$ cat src/assert_macros.svh
// ----------------------------------------------------------------------------
// assert_macros.svh
// shared concurrent assertion macros for the rtl
// ----------------------------------------------------------------------------
`ifndef ASSERT_MACROS_SVH
`define ASSERT_MACROS_SVH

// consequent must hold in the same cycle as the antecedent
`define ASSERT_IMPLIES(label, clk, rst, ante, cons, msg) \
   label: assert property (@(posedge clk) disable iff (rst) (ante) |-> (cons)) \
      else $error(msg);

// consequent must hold in the cycle after the antecedent
`define ASSERT_NEXT(label, clk, rst, ante, cons, msg) \
   label: assert property (@(posedge clk) disable iff (rst) (ante) |=> (cons)) \
      else $error(msg);

`endif

$ cat src/ets_cal_pkg.sv
// ----------------------------------------------------------------------------
// ets_cal_pkg
// types and constants shared by the epoch seconds to calendar converter
// ----------------------------------------------------------------------------
package ets_cal_pkg;

   // divider operation selected at load time
   typedef enum logic [1:0] {
      DIV_DAYS = 2'd0,
      DIV_WEEK = 2'd1,
      DIV_HOUR = 2'd2,
      DIV_MIN  = 2'd3
   } div_op_type;

   // commands from the controller to the datapath
   typedef struct packed {
      logic       div_load;
      div_op_type div_op;
      logic       div_step;
      logic       cap_days;
      logic       cap_wday;
      logic       cap_hour;
      logic       cap_min;
      logic       walk_start;
      logic       out_load;
   } ets_cal_cmd_type;

   // status from the datapath to the controller
   typedef struct packed {
      logic div_last;
      logic walk_busy;
   } ets_cal_sts_type;

   // reciprocal divider: quotient in the first step, remainder in the second
   // quotient = ((operand >> prescale) * recip) >> shift, exact over each range
   localparam logic [1:0]  DIV_STEPS    = 2'd2;
   localparam logic [25:0] DAYS_RECIP   = 26'd50903317;
   localparam logic [25:0] WEEK_RECIP   = 26'd74899;
   localparam logic [25:0] HOUR_RECIP   = 26'd9321;
   localparam logic [25:0] MIN_RECIP    = 26'd1093;
   localparam int unsigned DAYS_SHIFT   = 35;
   localparam int unsigned WEEK_SHIFT   = 19;
   localparam int unsigned HOUR_SHIFT   = 21;
   localparam int unsigned MIN_SHIFT    = 14;
   localparam logic [31:0] DAYS_DIVISOR = 32'd86400;
   localparam logic [31:0] WEEK_DIVISOR = 32'd7;
   localparam logic [31:0] HOUR_DIVISOR = 32'd3600;
   localparam logic [31:0] MIN_DIVISOR  = 32'd60;

   // epoch anchors
   localparam logic [31:0] EPOCH_WEEKDAY = 32'd4;
   localparam logic [11:0] EPOCH_YEAR    = 12'd1970;
   localparam logic [6:0]  EPOCH_MOD100  = 7'd70;
   localparam logic [8:0]  EPOCH_MOD400  = 9'd370;
   localparam logic [8:0]  YEAR_DAYS     = 9'd365;
   localparam logic [8:0]  LEAP_DAYS     = 9'd366;
   localparam logic [3:0]  MONTH_FEB     = 4'd1;
   localparam logic [3:0]  MONTH_DEC     = 4'd11;

   // days in a month of a common year, month index 0 is january
   function automatic logic [4:0] month_days(input logic [3:0] mon);
      logic [4:0] len;
      case (mon)
         4'd1:                 len = 5'd28;
         4'd3, 4'd5, 4'd8, 4'd10: len = 5'd30;
         default:              len = 5'd31;
      endcase
      return len;
   endfunction

endpackage

$ cat src/epoch_seconds_to_calendar.sv
// ----------------------------------------------------------------------------
// epoch_seconds_to_calendar
// converts seconds since 1970-01-01 00:00:00 utc to calendar date and time
// ----------------------------------------------------------------------------
// usage:
//   req channel carries one 32-bit seconds count per word (valid/ready).
//   rsp channel returns year, month, day of month, hour, minute, second and
//   weekday (0 is sunday) for each request word, in order.
//   the long part of a conversion is the year walk, one year per cycle from
//   1970 (up to 136 years) plus one month per cycle, running beside a shared
//   reciprocal divider (a quotient step then a remainder step for the day
//   split, weekday, hour and minute).
//   one word is converted at a time; req_ready is high only between words.
//   the result sits in an output register, so the next request is taken
//   while rsp is stalled; a finished conversion then waits until the output
//   register drains before it is written.
//   synchronous reset empties the output register and returns to idle.
// ----------------------------------------------------------------------------
module epoch_seconds_to_calendar
   import ets_cal_pkg::*;
(
   input  logic        clock,
   input  logic        reset,
   input  logic        req_valid,
   output logic        req_ready,
   input  logic [31:0] req_epoch_seconds,
   output logic        rsp_valid,
   input  logic        rsp_ready,
   output logic [11:0] rsp_year,
   output logic [3:0]  rsp_month,
   output logic [4:0]  rsp_day_of_month,
   output logic [4:0]  rsp_hour,
   output logic [5:0]  rsp_minute,
   output logic [5:0]  rsp_second,
   output logic [2:0]  rsp_weekday
);

   ets_cal_cmd_type cmd;
   ets_cal_sts_type sts;

   // sequencer
   ets_cal_ctrl u_ctrl (
      .clock     (clock),
      .reset     (reset),
      .req_valid (req_valid),
      .req_ready (req_ready),
      .rsp_valid (rsp_valid),
      .rsp_ready (rsp_ready),
      .sts       (sts),
      .cmd       (cmd)
   );

   // arithmetic and result register
   ets_cal_dp u_dp (
      .clock             (clock),
      .reset             (reset),
      .req_epoch_seconds (req_epoch_seconds),
      .cmd               (cmd),
      .sts               (sts),
      .rsp_year          (rsp_year),
      .rsp_month         (rsp_month),
      .rsp_day_of_month  (rsp_day_of_month),
      .rsp_hour          (rsp_hour),
      .rsp_minute        (rsp_minute),
      .rsp_second        (rsp_second),
      .rsp_weekday       (rsp_weekday)
   );

endmodule

$ cat src/ets_cal_ctrl.sv
// ----------------------------------------------------------------------------
// ets_cal_ctrl
// sequencer for the converter: drives the divider phases, starts the
// calendar walk and owns the handshakes of both channels
// ----------------------------------------------------------------------------
`include "assert_macros.svh"

module ets_cal_ctrl
   import ets_cal_pkg::*;
(
   input  logic            clock,
   input  logic            reset,
   input  logic            req_valid,
   output logic            req_ready,
   output logic            rsp_valid,
   input  logic            rsp_ready,
   input  ets_cal_sts_type sts,
   output ets_cal_cmd_type cmd
);

   typedef enum logic [10:0] {
      S_IDLE    = 11'b000_0000_0001,
      S_SPLIT   = 11'b000_0000_0010,
      S_WEEK_LD = 11'b000_0000_0100,
      S_WEEK    = 11'b000_0000_1000,
      S_HOUR_LD = 11'b000_0001_0000,
      S_HOUR    = 11'b000_0010_0000,
      S_MIN_LD  = 11'b000_0100_0000,
      S_MIN     = 11'b000_1000_0000,
      S_WAIT    = 11'b001_0000_0000,
      S_DONE    = 11'b010_0000_0000,
      S_SPARE   = 11'b100_0000_0000
   } state_type;

   state_type state_ff, state_in;
   logic      rsp_valid_ff, rsp_valid_in;
   logic      out_free;

   // output register is free when empty or being drained this cycle
   assign out_free = !rsp_valid_ff || rsp_ready;

   // next state and commands
   always_comb begin
      state_in = state_ff;
      cmd      = '0;
      case (state_ff)
         S_IDLE: begin
            if (req_valid) begin
               cmd.div_load = 1'b1;
               cmd.div_op   = DIV_DAYS;
               state_in     = S_SPLIT;
            end
         end
         S_SPLIT: begin
            cmd.div_step = 1'b1;
            if (sts.div_last) state_in = S_WEEK_LD;
         end
         S_WEEK_LD: begin
            cmd.cap_days   = 1'b1;
            cmd.walk_start = 1'b1;
            cmd.div_load   = 1'b1;
            cmd.div_op     = DIV_WEEK;
            state_in       = S_WEEK;
         end
         S_WEEK: begin
            cmd.div_step = 1'b1;
            if (sts.div_last) state_in = S_HOUR_LD;
         end
         S_HOUR_LD: begin
            cmd.cap_wday = 1'b1;
            cmd.div_load = 1'b1;
            cmd.div_op   = DIV_HOUR;
            state_in     = S_HOUR;
         end
         S_HOUR: begin
            cmd.div_step = 1'b1;
            if (sts.div_last) state_in = S_MIN_LD;
         end
         S_MIN_LD: begin
            cmd.cap_hour = 1'b1;
            cmd.div_load = 1'b1;
            cmd.div_op   = DIV_MIN;
            state_in     = S_MIN;
         end
         S_MIN: begin
            cmd.div_step = 1'b1;
            if (sts.div_last) state_in = S_WAIT;
         end
         S_WAIT: begin
            cmd.cap_min = 1'b1;
            if (!sts.walk_busy) state_in = S_DONE;
         end
         S_DONE: begin
            if (out_free) begin
               cmd.out_load = 1'b1;
               state_in     = S_IDLE;
            end
         end
         default: begin
            state_in = S_IDLE;
         end
      endcase
   end

   // result word valid flag
   always_comb begin
      if (cmd.out_load) begin
         rsp_valid_in = 1'b1;
      end else if (rsp_ready) begin
         rsp_valid_in = 1'b0;
      end else begin
         rsp_valid_in = rsp_valid_ff;
      end
   end

   always_ff @(posedge clock) begin
      if (reset) begin
         state_ff     <= S_IDLE;
         rsp_valid_ff <= 1'b0;
      end else begin
         state_ff     <= state_in;
         rsp_valid_ff <= rsp_valid_in;
      end
   end

   assign req_ready = (state_ff == S_IDLE);
   assign rsp_valid = rsp_valid_ff;

   // checks
   `ASSERT_NEXT(a_out_load_valid, clock, reset, cmd.out_load, rsp_valid,
      "result word not presented after output load")
   `ASSERT_IMPLIES(a_walk_start_idle, clock, reset, cmd.walk_start, !sts.walk_busy,
      "calendar walk restarted while still busy")
   `ASSERT_IMPLIES(a_out_load_walk_done, clock, reset, cmd.out_load, !sts.walk_busy,
      "output loaded before calendar walk finished")

endmodule

$ cat src/ets_cal_dp.sv
// ----------------------------------------------------------------------------
// ets_cal_dp
// datapath: shared reciprocal divider for days, weekday, hour and minute,
// a year and month walker, and the result word register
// ----------------------------------------------------------------------------
`include "assert_macros.svh"

module ets_cal_dp
   import ets_cal_pkg::*;
(
   input  logic            clock,
   input  logic            reset,
   input  logic [31:0]     req_epoch_seconds,
   input  ets_cal_cmd_type cmd,
   output ets_cal_sts_type sts,
   output logic [11:0]     rsp_year,
   output logic [3:0]      rsp_month,
   output logic [4:0]      rsp_day_of_month,
   output logic [4:0]      rsp_hour,
   output logic [5:0]      rsp_minute,
   output logic [5:0]      rsp_second,
   output logic [2:0]      rsp_weekday
);

   // divider
   logic [31:0] w_ff, w_in;
   logic [15:0] q_ff, q_in;
   div_op_type  op_ff, op_in;
   logic [1:0]  cnt_ff, cnt_in;
   logic [24:0] rcp_n;
   logic [25:0] rcp_m;
   logic [50:0] rcp_p;
   logic [15:0] rcp_q;
   logic [31:0] rcp_back;

   // captured partial results
   logic [16:0] tod_ff;
   logic [2:0]  wday_ff;
   logic [4:0]  hour_ff;
   logic [5:0]  minute_ff;
   logic [5:0]  second_ff;

   // calendar walker
   logic        walk_busy_ff, walk_busy_in;
   logic        mphase_ff, mphase_in;
   logic [15:0] rem_ff, rem_in;
   logic [11:0] year_ff, year_in;
   logic [6:0]  c100_ff, c100_in;
   logic [8:0]  c400_ff, c400_in;
   logic [3:0]  mon_ff, mon_in;
   logic        leap;
   logic [8:0]  ylen;
   logic [4:0]  mlen;

   // result word
   logic [11:0] out_year_ff;
   logic [3:0]  out_month_ff;
   logic [4:0]  out_day_ff;
   logic [4:0]  out_hour_ff;
   logic [5:0]  out_minute_ff;
   logic [5:0]  out_second_ff;
   logic [2:0]  out_wday_ff;

   // prescaled operand and reciprocal, one shared multiplier
   // days drops the 2^7 factor of 86400, hour the 2^4 of 3600, minute the 2^2 of 60
   always_comb begin
      case (op_ff)
         DIV_WEEK: begin
            rcp_n    = 25'(w_ff[15:0]);
            rcp_m    = WEEK_RECIP;
            rcp_back = 32'(q_ff) * WEEK_DIVISOR;
         end
         DIV_HOUR: begin
            rcp_n    = 25'(w_ff[16:4]);
            rcp_m    = HOUR_RECIP;
            rcp_back = 32'(q_ff) * HOUR_DIVISOR;
         end
         DIV_MIN: begin
            rcp_n    = 25'(w_ff[11:2]);
            rcp_m    = MIN_RECIP;
            rcp_back = 32'(q_ff) * MIN_DIVISOR;
         end
         default: begin
            rcp_n    = w_ff[31:7];
            rcp_m    = DAYS_RECIP;
            rcp_back = 32'(q_ff) * DAYS_DIVISOR;
         end
      endcase
      rcp_p = 51'(rcp_n) * 51'(rcp_m);
      case (op_ff)
         DIV_WEEK: rcp_q = 16'(rcp_p >> WEEK_SHIFT);
         DIV_HOUR: rcp_q = 16'(rcp_p >> HOUR_SHIFT);
         DIV_MIN:  rcp_q = 16'(rcp_p >> MIN_SHIFT);
         default:  rcp_q = 16'(rcp_p >> DAYS_SHIFT);
      endcase
   end

   // load operand, then quotient step, then remainder step
   always_comb begin
      w_in   = w_ff;
      q_in   = q_ff;
      op_in  = op_ff;
      cnt_in = cnt_ff;
      if (cmd.div_load) begin
         q_in   = '0;
         op_in  = cmd.div_op;
         cnt_in = DIV_STEPS;
         case (cmd.div_op)
            DIV_WEEK: w_in = 32'(q_ff) + EPOCH_WEEKDAY;
            DIV_HOUR: w_in = 32'(tod_ff);
            DIV_MIN:  w_in = w_ff;
            default:  w_in = req_epoch_seconds;
         endcase
      end else if (cmd.div_step) begin
         if (cnt_ff == DIV_STEPS) begin
            q_in = rcp_q;
         end else begin
            w_in = w_ff - rcp_back;
         end
         cnt_in = cnt_ff - 2'd1;
      end
   end

   always_ff @(posedge clock) begin
      if (reset) begin
         cnt_ff <= '0;
      end else begin
         cnt_ff <= cnt_in;
      end
   end

   always_ff @(posedge clock) begin
      w_ff  <= w_in;
      q_ff  <= q_in;
      op_ff <= op_in;
   end

   // capture quotients and remainders as each phase ends
   always_ff @(posedge clock) begin
      if (cmd.cap_days) tod_ff <= w_ff[16:0];
      if (cmd.cap_wday) wday_ff <= w_ff[2:0];
      if (cmd.cap_hour) hour_ff <= q_ff[4:0];
      if (cmd.cap_min) begin
         minute_ff <= q_ff[5:0];
         second_ff <= w_ff[5:0];
      end
   end

   // gregorian leap rule from running residues
   assign leap = (year_ff[1:0] == 2'd0) && ((c100_ff != 7'd0) || (c400_ff == 9'd0));
   assign ylen = leap ? LEAP_DAYS : YEAR_DAYS;
   assign mlen = month_days(mon_ff) + {4'd0, (mon_ff == MONTH_FEB) && leap};

   // remove one year or one month per cycle
   always_comb begin
      walk_busy_in = walk_busy_ff;
      mphase_in    = mphase_ff;
      rem_in       = rem_ff;
      year_in      = year_ff;
      c100_in      = c100_ff;
      c400_in      = c400_ff;
      mon_in       = mon_ff;
      if (cmd.walk_start) begin
         walk_busy_in = 1'b1;
         mphase_in    = 1'b0;
         rem_in       = q_ff;
         year_in      = EPOCH_YEAR;
         c100_in      = EPOCH_MOD100;
         c400_in      = EPOCH_MOD400;
         mon_in       = '0;
      end else if (walk_busy_ff) begin
         if (!mphase_ff) begin
            if (rem_ff < 16'(ylen)) begin
               mphase_in = 1'b1;
            end else begin
               rem_in  = rem_ff - 16'(ylen);
               year_in = year_ff + 12'd1;
               c100_in = (c100_ff == 7'd99) ? 7'd0 : c100_ff + 7'd1;
               c400_in = (c400_ff == 9'd399) ? 9'd0 : c400_ff + 9'd1;
            end
         end else begin
            if ((mon_ff == MONTH_DEC) || (rem_ff < 16'(mlen))) begin
               walk_busy_in = 1'b0;
            end else begin
               rem_in = rem_ff - 16'(mlen);
               mon_in = mon_ff + 4'd1;
            end
         end
      end
   end

   always_ff @(posedge clock) begin
      if (reset) begin
         walk_busy_ff <= 1'b0;
         mphase_ff    <= 1'b0;
      end else begin
         walk_busy_ff <= walk_busy_in;
         mphase_ff    <= mphase_in;
      end
   end

   always_ff @(posedge clock) begin
      rem_ff  <= rem_in;
      year_ff <= year_in;
      c100_ff <= c100_in;
      c400_ff <= c400_in;
      mon_ff  <= mon_in;
   end

   // result word register
   always_ff @(posedge clock) begin
      if (cmd.out_load) begin
         out_year_ff   <= year_ff;
         out_month_ff  <= mon_ff + 4'd1;
         out_day_ff    <= rem_ff[4:0] + 5'd1;
         out_hour_ff   <= hour_ff;
         out_minute_ff <= minute_ff;
         out_second_ff <= second_ff;
         out_wday_ff   <= wday_ff;
      end
   end

   assign sts.div_last  = (cnt_ff == 2'd1);
   assign sts.walk_busy = walk_busy_ff;

   assign rsp_year         = out_year_ff;
   assign rsp_month        = out_month_ff;
   assign rsp_day_of_month = out_day_ff;
   assign rsp_hour         = out_hour_ff;
   assign rsp_minute       = out_minute_ff;
   assign rsp_second       = out_second_ff;
   assign rsp_weekday      = out_wday_ff;

   // checks
   `ASSERT_IMPLIES(a_step_count, clock, reset, cmd.div_step, cnt_ff != 2'd0,
      "divider stepped past its last step")
   `ASSERT_IMPLIES(a_month_rem, clock, reset, walk_busy_ff && mphase_ff,
      (rem_ff < 16'd366) && (mon_ff <= MONTH_DEC), "month walk out of range")
   `ASSERT_NEXT(a_time_range, clock, reset, cmd.out_load,
      (out_hour_ff < 5'd24) && (out_minute_ff < 6'd60) && (out_second_ff < 6'd60)
      && (out_wday_ff < 3'd7), "time of day or weekday out of range")

endmodule

$ cat config.mk
export PLATFORM = sky130hd
export DESIGN_NAME = epoch_seconds_to_calendar
export DESIGN_NICKNAME = d
export VERILOG_FILES = /design/src/ets_cal_pkg.sv /design/src/epoch_seconds_to_calendar.sv /design/src/ets_cal_ctrl.sv /design/src/ets_cal_dp.sv
export VERILOG_INCLUDE_DIRS = /design/src /design/src/src
export SDC_FILE = /design/constraint.sdc
export NUM_CORES = 2
export LEC_CHECK = 0
export BUFFER_PORTS_ARGS = -buffer_cell sky130_fd_sc_hd__buf_4
export CAP_MARGIN = 5
export CORE_MARGIN = 5
export CORE_UTILIZATION = 55
export DETAILED_ROUTE_END_ITERATION = 7
export PLACE_DENSITY = 0.82
export SETUP_SLACK_MARGIN = 0.5
export SYNTH_ARGS = -nofsm -noshare
export SYNTH_HDL_FRONTEND = slang
export SYNTH_SLANG_ARGS = --single-unit
$ cat constraint.sdc
create_clock -name clock -period 8.8 [get_ports clock]
set_input_delay 1.76 -clock clock [delete_from_list [all_inputs] [get_ports clock]]
set_output_delay 1.76 -clock clock [all_outputs]
set_load 0.02 [all_outputs]
==> flow_metrics.tcl <==
set metrics [dict create \
    grt-ovfl-total 0 \
    dieHeight_um 255 \
    crit_type "flop to flop" \
    wirelength_um 98200 \
    grt_pass1_vias 25900 \
    layoutNonFillerInstCount 4509 \
    worstMarginPinSlew_ns 1.15 \
    antenna_found_initial 0 \
    start_util 0.557 \
    drv_slew 0 \
    grt_pass1_wl_um 148000 \
    hp-class "flop to flop" \
    num_vias 26700 \
    clkSlewWorstSetupHoldPaths_ns 0.10 \
    end_kind "flop" \
    antenna_left 0 \
    finalCritPeriodShare 0.929 \
    cts_buffers 17 \
    skew_ns 0.0253 \
    reg2reg_to "u_dp.q_ff[11]$_SDFFE_PP0P_" \
    root_buffer "clkbuf_16" \
    clk_latency_ns 0.47 \
    drt_iter0_drc 2760 \
    drive_gt1_frac 0.103 \
    min_from "u_dp.wday_ff[0]$_DFFE_PP_" \
    netlist_instances 3586 \
    synth_area_leader_cell "fa_1" \
    grt_max_degree 60 \
    critPathMaxFanout 11 \
    synth_area_mm2 0.0329 \
    synth_edf_count 128 \
    max_stage_delay_ns 0.57 \
    cap_violations 0 \
    period_minus_slack_ns 8.17 \
    stdcell_area_mm2 0.0363 \
    yosysSeqAreaShare 0.155 \
    row_count 89 \
    dr.pass1.iters 8 \
    rsz0062_at_grt "no" \
    drc 0 \
    timing_hold_violations_final 0 \
    synth_cell_types 85 \
    finalSetupViolCount 0 \
    rrSetupSlack_ns 0.63 \
    wl_per_cell_um 21.8 \
    syn_area_per_cell_um2 9.18 \
    rr_worst_depth 32 \
    finalSetupTns_ns 0 \
    placed_cell_area_mm2 0.0349 \
    core_area_mm2 0.0591 \
    maxSlewHeadroom 0.233 \
    globalplace.congestion 1.05 \
    diodes 0 \
    vias_per_cell 5.91 \
    yosys_warnings 0 \
    clock-sinks 191 \
    synth_top_area_share 0.257 \
    status "complete, no violations" \
    cp.arrival_ns 8.51 \
    die_w_um 255 \
    grt_usage 0.296 \
    cts_tree "built" \
    dp_cells 4452 \
    cts_buffer_depth 2 \
    synthTopCellsByArea "fa_1 (26%), ha_1 (20%), edfxtp_1 (12%), inv_1 (8.8%), dfxtp_1 (3.8%)" \
    dieArea_mm2 0.0649 \
    dp_hpwl_um 80600 \
    fmax_mhz 122 \
    synthArstFlopShare 0 \
    synth_seq_cells 191 \
    min_path_cells 0 \
    io_pins 79 \
    crit_path_start_kind "flop" \
    critPathSlowestCell "fa_1" \
    critical_path_required_ns 9.14 \
    buffer_ports.inserted 78 \
    regToRegStartpoint "u_dp.op_ff[1]$_DFFE_PP_" \
    htreeDepth 4 \
    holdWs_ns 0.417 \
    area_delta_synth_final_pct 10.2 \
    nFillCells 4964 \
    synthFlopType "edfxtp_1" \
    whs_endpoint "u_dp.rsp_weekday[0]$_DFFE_PP_" \
    nets 4699 \
]
kinds of logic after synthesis:
group | Yosys count | synth area share
AOI/OAI and AO/OA | 646 | 0.131
xor gates and xnor gates | 183 | 0.0491
adders and majority gates | 940 | 0.454
buffers and inverters | 871 | 0.100
DFF | 191 | 0.155
muxes | 22 | 0.00707
other | 2 | 0.000228
and+or+nand+nor | 731 | 0.104
state kept, by name, summed over array words and instances (netlist names), 6 cells and up:
| name | count |
|---|---|
| u_dp.w_ff | 32 |
| u_dp.tod_ff | 17 |
| u_dp.q_ff | 16 |
| u_dp.rem_ff | 16 |
| u_dp.rsp_year | 12 |
| u_dp.year_ff | 12 |
| u_ctrl.state_ff | 10 |
| u_dp.c400_ff | 9 |
| u_dp.c100_ff | 7 |
| u_dp.minute_ff | 6 |
| u_dp.rsp_minute | 6 |
| u_dp.rsp_second | 6 |
| u_dp.second_ff | 6 |
worst max-delay path by stage:
stage | slack, ns | end | cells after the start | start
floorplan | 0.58 | u_dp.q_ff[12]$_SDFFE_PP0P_ | 30 | u_dp.op_ff[0]$_DFFE_PP_
global placement | 0.13 | u_dp.q_ff[11]$_SDFFE_PP0P_ | 29 | u_dp.op_ff[1]$_DFFE_PP_
detailed placement | 0.05 | u_dp.q_ff[15]$_SDFFE_PP0P_ | 30 | u_dp.op_ff[1]$_DFFE_PP_
CTS | 0.50 | u_dp.q_ff[13]$_SDFFE_PP0P_ | 33 | u_dp.op_ff[1]$_DFFE_PP_
global route | 0.36 | u_dp.q_ff[11]$_SDFFE_PP0P_ | 31 | u_dp.op_ff[0]$_DFFE_PP_
finish | 0.63 | u_dp.q_ff[11]$_SDFFE_PP0P_ | 32 | u_dp.op_ff[1]$_DFFE_PP_
critical path, delay by kind of cell, from the launching register on:
kind,cells,cell delay [ns]
mux,1,0.25
compound gates,7,1.65
buf+inv,11,1.31
simple gates,4,0.58
fa+ha+maj,9,3.77
flops,1,0.47
area by class of cell:
| cell class | count | area, um2 | area share |
|---|---|---|---|
| multi-input cells | 2528 | 25100 | 0.691 |
| flip-flops and latches | 191 | 5100 | 0.141 |
| inverters | 780 | 2940 | 0.0811 |
| repair buffers | 205 | 1570 | 0.0432 |
| well taps | 773 | 967 | 0.0267 |
| clock buffers | 18 | 450 | 0.0124 |
| clock inverters | 14 | 178 | 0.00490 |
stage by stage:
stage | setup slack [ns] | util
finish | 0.626 | 0.614
CTS | 0.502 | 0.604
global route | 0.364 | 0.614
detailed placement | 0.0481 | 0.591
floorplan | 0.581 | -
global placement | 0.132 | 0.591
cells in the mapped netlist, drive strengths merged, types with 18 or more instances:
| cell type | number |
|---|---|
| a221oi | 18 |
| a31o | 21 |
| a21oi | 172 |
| a31oi | 21 |
| dfxtp | 63 |
| nand2 | 245 |
| nand2b | 27 |
| and2 | 25 |
| clkbuf | 74 |
| nor2 | 198 |
| xor2 | 77 |
| o21ai | 150 |
| a221o | 30 |
| nand3 | 55 |
| ha | 517 |
| and3 | 29 |
| nand4 | 19 |
| edfxtp | 128 |
| nor2b | 24 |
| xnor2 | 105 |
| inv | 778 |
| o21bai | 24 |
| a21o | 62 |
| nor3 | 43 |
| a22oi | 22 |
| fa | 423 |
repair_timing:
action,in CTS,in global routing
hold buffers,0,0
pin swaps,1,32
gates resized for setup,36,86
setup endpoints to repair,15,16
buffers inserted,6,19
layout by cell type (no fill, tap or decap), types with 100 or more instances in the layout:
| cell | count |
|---|---|
| a21oi_1 | 156 |
| ha_1 | 503 |
| o21ai_0 | 131 |
| fa_1 | 423 |
| nor2_1 | 194 |
| nand2_1 | 240 |
| edfxtp_1 | 128 |
| xnor2_1 | 100 |
| buf_4 | 198 |
| inv_1 | 770 |
per-layer routing:
layer | up-vias | part of all wire | global-route usage
met5 | - | 0 | 0
met4 | 0 | 0.042 | 0.0987
met3 | 218 | 0.098 | 0.0577
met2 | 1343 | 0.45 | 0.461
met1 | 13000 | 0.41 | 0.419
li1 | 12100 | - | -
Power is left out: the tool's default activity adds up to more than one toggle a clock period on the data nets, which glitch-free logic cannot reach.
